## config.mk

```make
export PLATFORM = sky130hd
export DESIGN_NAME = ulaq_ram
export DESIGN_NICKNAME = d
export VERILOG_FILES = /design/src/sv/ulaq_pkg.sv /design/src/sv/ulaq_ram.sv
export SDC_FILE = /design/constraint.sdc
export NUM_CORES = 1
export LEC_CHECK = 0
export BUFFER_PORTS_ARGS = -buffer_cell sky130_fd_sc_hd__buf_2
export CORE_MARGIN = 2
export CORE_UTILIZATION = 55
export CTS_BUF_LIST = sky130_fd_sc_hd__clkbuf_16
export DETAILED_ROUTE_END_ITERATION = 8
export PLACE_DENSITY = 0.71
export SLEW_MARGIN = 20
export SYNTH_ARGS = -nofsm -noshare
export SYNTH_HDL_FRONTEND = slang
export SYNTH_SLANG_ARGS = --single-unit
```

## constraint.sdc

```tcl
create_clock -name clk -period 2.2 [get_ports clk]
set_input_delay 0.22 -clock clk [delete_from_list [all_inputs] [get_ports clk]]
set_output_delay 0.22 -clock clk [all_outputs]
set_load 0.01 [all_outputs]
```

## src/sv/ulaq_pkg.sv

```systemverilog
// Shared constants for the serial line assembler queue.
package ulaq_pkg;

  localparam int unsigned LINE_CHARS_DEF  = 64;
  localparam int unsigned QUEUE_LINES_DEF = 8;
  localparam int unsigned CHAR_W          = 8;

  // Request action codes
  localparam logic [1:0] ACT_RECV  = 2'd0;
  localparam logic [1:0] ACT_POP   = 2'd1;
  localparam logic [1:0] ACT_FLAGS = 2'd2;

  // Result kind codes
  localparam logic [1:0] KIND_CHAR  = 2'd0;
  localparam logic [1:0] KIND_EMPTY = 2'd1;
  localparam logic [1:0] KIND_FLAGS = 2'd2;

  // Special characters
  localparam logic [CHAR_W-1:0] CH_CR    = 8'h0D;
  localparam logic [CHAR_W-1:0] CH_LF    = 8'h0A;
  localparam logic [CHAR_W-1:0] CH_BS    = 8'h08;
  localparam logic [CHAR_W-1:0] CH_DEL   = 8'h7F;
  localparam logic [CHAR_W-1:0] CH_SPACE = 8'h20;
  localparam logic [CHAR_W-1:0] CH_TILDE = 8'h7E;

endpackage

```

## src/sv/ulaq_ram.sv

```systemverilog
// Simple dual-port RAM: one write port, one read port with registered data.
module ulaq_ram import ulaq_pkg::*; #(
  parameter int unsigned WIDTH = CHAR_W,
  parameter int unsigned DEPTH = LINE_CHARS_DEF,
  localparam int unsigned AW = (DEPTH > 1) ? $clog2(DEPTH) : 1
) (
  input  logic             clk,
  input  logic             wr_en,
  input  logic [AW-1:0]    wr_addr,
  input  logic [WIDTH-1:0] wr_data,
  input  logic [AW-1:0]    rd_addr,
  output logic [WIDTH-1:0] rd_data
);

  logic [WIDTH-1:0] mem_r [DEPTH];
  logic [WIDTH-1:0] rd_data_r;

  always_ff @(posedge clk) begin
    if (wr_en) begin
      mem_r[wr_addr] <= wr_data;
    end
    rd_data_r <= mem_r[rd_addr];
  end

  assign rd_data = rd_data_r;

endmodule
```

# Word-level counts from Yosys, hierarchy flattened

Memories as Yosys holds them, arrays and structs flattened. A register that Yosys moved wholly into a read port is not among the register bits.
Index checks and enable logic that the tools add are counted.

Input bits: 22
Memories kept: 1
Flip-flop bits (word level): 0
Memory bits (writable): 512

Memory list:

| memory | depth | width | rd ports | clocked after Yosys merged registers in | wr ports | RTL line       | source |
|---|---|---|---|---|---|---|---|
| mem_r  | 64    | 8     | 1        | 1                                       | 1        | ulaq_ram.sv:15 | `logic [WIDTH-1:0] mem_r [DEPTH];` |

Mux-type cells: 2

Operator list:

| kind             | count |
|---|---|
| 2-to-1 mux 1 bit | 2 |

# Depth between registers and ports, before layout

Depth in word-level cells: 2
Mapped depth: 9
Depth with buffers taken out: 5

# Worst setup path after synthesis

No wires, ideal clock.

Path kind: input -> register
Start point: input rd_addr[1]
End point: register rd_data_r[3] (netlist: rd_data[3]) (read register of mem_r)
Setup time: 128 ps
Buffers on the path: 3
Stages: 7
Data arrival time: 1760 ps
Slack: 312 ps
Cells stage by stage: buf_4 > buf_2 > buf_2 > mux4_2 > mux4_2 > o21ai_1 > o41ai_1

RTL lines:

| item               | RTL line       | source |
|---|---|---|
| start: declaration | ulaq_ram.sv:11 | `input logic [AW-1:0] rd_addr,` |
| end: declaration   | ulaq_ram.sv:16 | `logic [WIDTH-1:0] rd_data_r;` |

==> impl_metrics.tcl <==
set metrics [dict create \
    yosys-top-cells-count "512 x edfxtp_1, 126 x mux4_2, 83 x nor2_1" \
    total_power_uw 20100 \
    crit_type "flip-flop to flip-flop" \
    drv_slew 0 \
    grt_first_pass_wirelength_mm 65.1 \
    yosysWarnings 0 \
    gp_congestion 0.834 \
    postPlaceCellArea_um2 21700 \
    start_kind "flip-flop" \
    area_growth_pct 15.4 \
    power.leakage_uw 0.00763 \
    hpwl_mm 28.4 \
    synth_top_area_share 0.762 \
    yosys_most_used_dff "edfxtp_1" \
    period_share 0.966 \
    row_count 70 \
    cts_tree "built" \
    cp_max_fo 1 \
    postCtsSetupBuffers 0 \
    pin_count 30 \
    first_iter_violations 1029 \
    die_x_um 195 \
    syn-num-nets 962 \
    synth.largest_area_cell "edfxtp_1" \
    root_buffer "clkbuf_16" \
    die_h_um 195 \
    drt_wl_total_mm 43.8 \
    status "finished clean" \
    worst_pin_slew_ns 0.772 \
    rr_worst_depth 4 \
    syn_area_um2 20200 \
    hold_depth 3 \
    netlist_instances 940 \
    grt_pass1_vias 10100 \
    setup_slack_ns 0.0739 \
    min_to "rd_data[6]" \
    min_period_ns 2.13 \
    fp.coreArea_um2 36300 \
    grtUsageTotal 0.236 \
    drc 0 \
    hp-class "primary input to flip-flop" \
    firstDrtPassIters 5 \
    start_util 0.555 \
    cts_sinks 520 \
    end_kind "flip-flop" \
    ys_async_sr_fraction 0 \
    synth-edff-count 512 \
    maxCapViolCount 0 \
    cts_resized 0 \
    synth_seq_cells 520 \
    insertion_delay_ns 0.56 \
    layout-drive-gt1-share 0.325 \
    wl_per_cell_um 27.1 \
    powerDensity_nw_per_um2 862 \
    rsz0062_at_grt "no" \
    r2r_end "rd_data[7]" \
    routed-via-count 10000 \
    cp.required_ns 2.62 \
    fmax_mhz 470 \
    ys_top_cells_by_area "edfxtp_1 76%, mux4_2 14%, nor2_1 1.5%, mux2i_1 1.1%, dfxtp_1 0.79%" \
    io_buffers 29 \
    htree_levels 2 \
    cts_buffer_depth 3 \
    grt_start_max_net_pins 65 \
    rrSetupSlack_ns 0.07 \
    ir_drop_uv 1100 \
    cts_hold_buffers 0 \
    worstHoldStart "rd_addr[5]" \
    drt-vias-per-instance 6.21 \
    clk_pin_slew_ns 0.06 \
    crit_arrival_ns 2.55 \
    yosys.cell_types.count 40 \
    cts_buffers 50 \
    pre_cts_ws_ns -0.367 \
    n_fill_cell 2390 \
    yosysSeqAreaShare 0.770 \
    synth.most_common_cell "edfxtp_1" \
    slew_headroom 0.485 \
    setup_viol 0 \
    antenna_found_initial 3 \
    skew_ns 0.0107 \
    r2r-start "mem_r[35][7]" \
    die_area_um2 38200 \
    nets 1131 \
    final_core_util 0.640 \
    post-route-cell-area_um2 23300 \
    hold_viol 0 \
    avgSynthCellArea_um2 21.5 \
    ant_nets 0 \
    grt.overflow.total 0 \
]
## cell usage in the layout, fill, tap and decap left out, types with 4 or more instances in the layout
cell	n
a211oi_1	4
a221oi_1	6
buf_4	133
nor2b_1	14
nor3_1	7
o221ai_1	8
buf_12	8
mux2_2	13
mux4_2	126
buf_2	26
dfxtp_1	8
nor2_1	83
edfxtp_1	512
nand3_1	13
o22ai_1	8
clkbuf_16	53
inv_1	14
nand2_1	19
clkinv_1	11
nand2b_1	7
clkinv_2	7
mux2i_1	23
## routing by layer
| metal | vias up | part of all wire | global-route usage |
|---|---|---|---|
| met2 | 399 | 0.50 | 0.388 |
| met3 | 64 | 0.064 | 0.0373 |
| met5 | - | 0.00050 | 0 |
| met1 | 5293 | 0.41 | 0.336 |
| met4 | 4 | 0.021 | 0.0639 |
| li1 | 4264 | - | - |
## power by group
part	total, µW	internal, µW	leakage [µW]	switching, µW
Sequential	11000	11000	0.00467	35.7
Combinational	1090	452	0.00215	636
Clock	7970	4540	0.000805	3430
## cells by family (layout without fill, tap and decap cells)
family | count (synthesis) | count (layout) | synth area share
flops | 520 | 520 | 0.770
mux | 162 | 162 | 0.159
simple gates | 153 | 153 | 0.0339
compound gates | 54 | 54 | 0.0207
buf+inv | 51 | 257 | 0.0157
other cells | 0 | 1 | 0
## registers in the layout, summed over array words and instances (netlist names)
register and flops:
rd_data 8, mem_r 512
## final cells by class
type | count | area (µm²) | area share
flip-flops and latches | 520 | 15500 | 0.668
clock buffers | 53 | 1330 | 0.0570
multi-input cells | 369 | 4320 | 0.185
diodes | 1 | 2.50 | 0.000108
repair buffers | 168 | 1300 | 0.0560
clock inverters | 36 | 205 | 0.00882
well taps | 468 | 586 | 0.0252
## metrics by stage
step	setup TNS, ns	cells	hold WS (ns)
floorplan	0	940	0.319
global placement	-0.554	1525	0.620
detailed placement	-0.524	1525	0.623
CTS	0	1614	0.0459
global route	0	1615	0.0703
finish	0	1615	0.0736
## worst max-delay path: stages (launching register included)
cell and delay (ns):
edfxtp_1 0.37, mux4_2 0.52, mux4_2 0.50, o21ai_0 0.45, nand2_1 0.14
## worst max path at each step
stage | cells past startpoint | slack (ns) | start | to
global route | 4 | 0.06 | mem_r[35][7] | rd_data[7]
CTS | 4 | 0.01 | mem_r[35][7] | rd_data[7]
detailed placement | 6 | -0.37 | rd_addr[0] | rd_data[7]
global placement | 6 | -0.38 | rd_addr[0] | rd_data[7]
floorplan | 7 | 0.31 | rd_addr[1] | rd_data[3]
finish | 4 | 0.07 | mem_r[35][7] | rd_data[7]
Note: power is estimated with default switching activity, not from simulation.
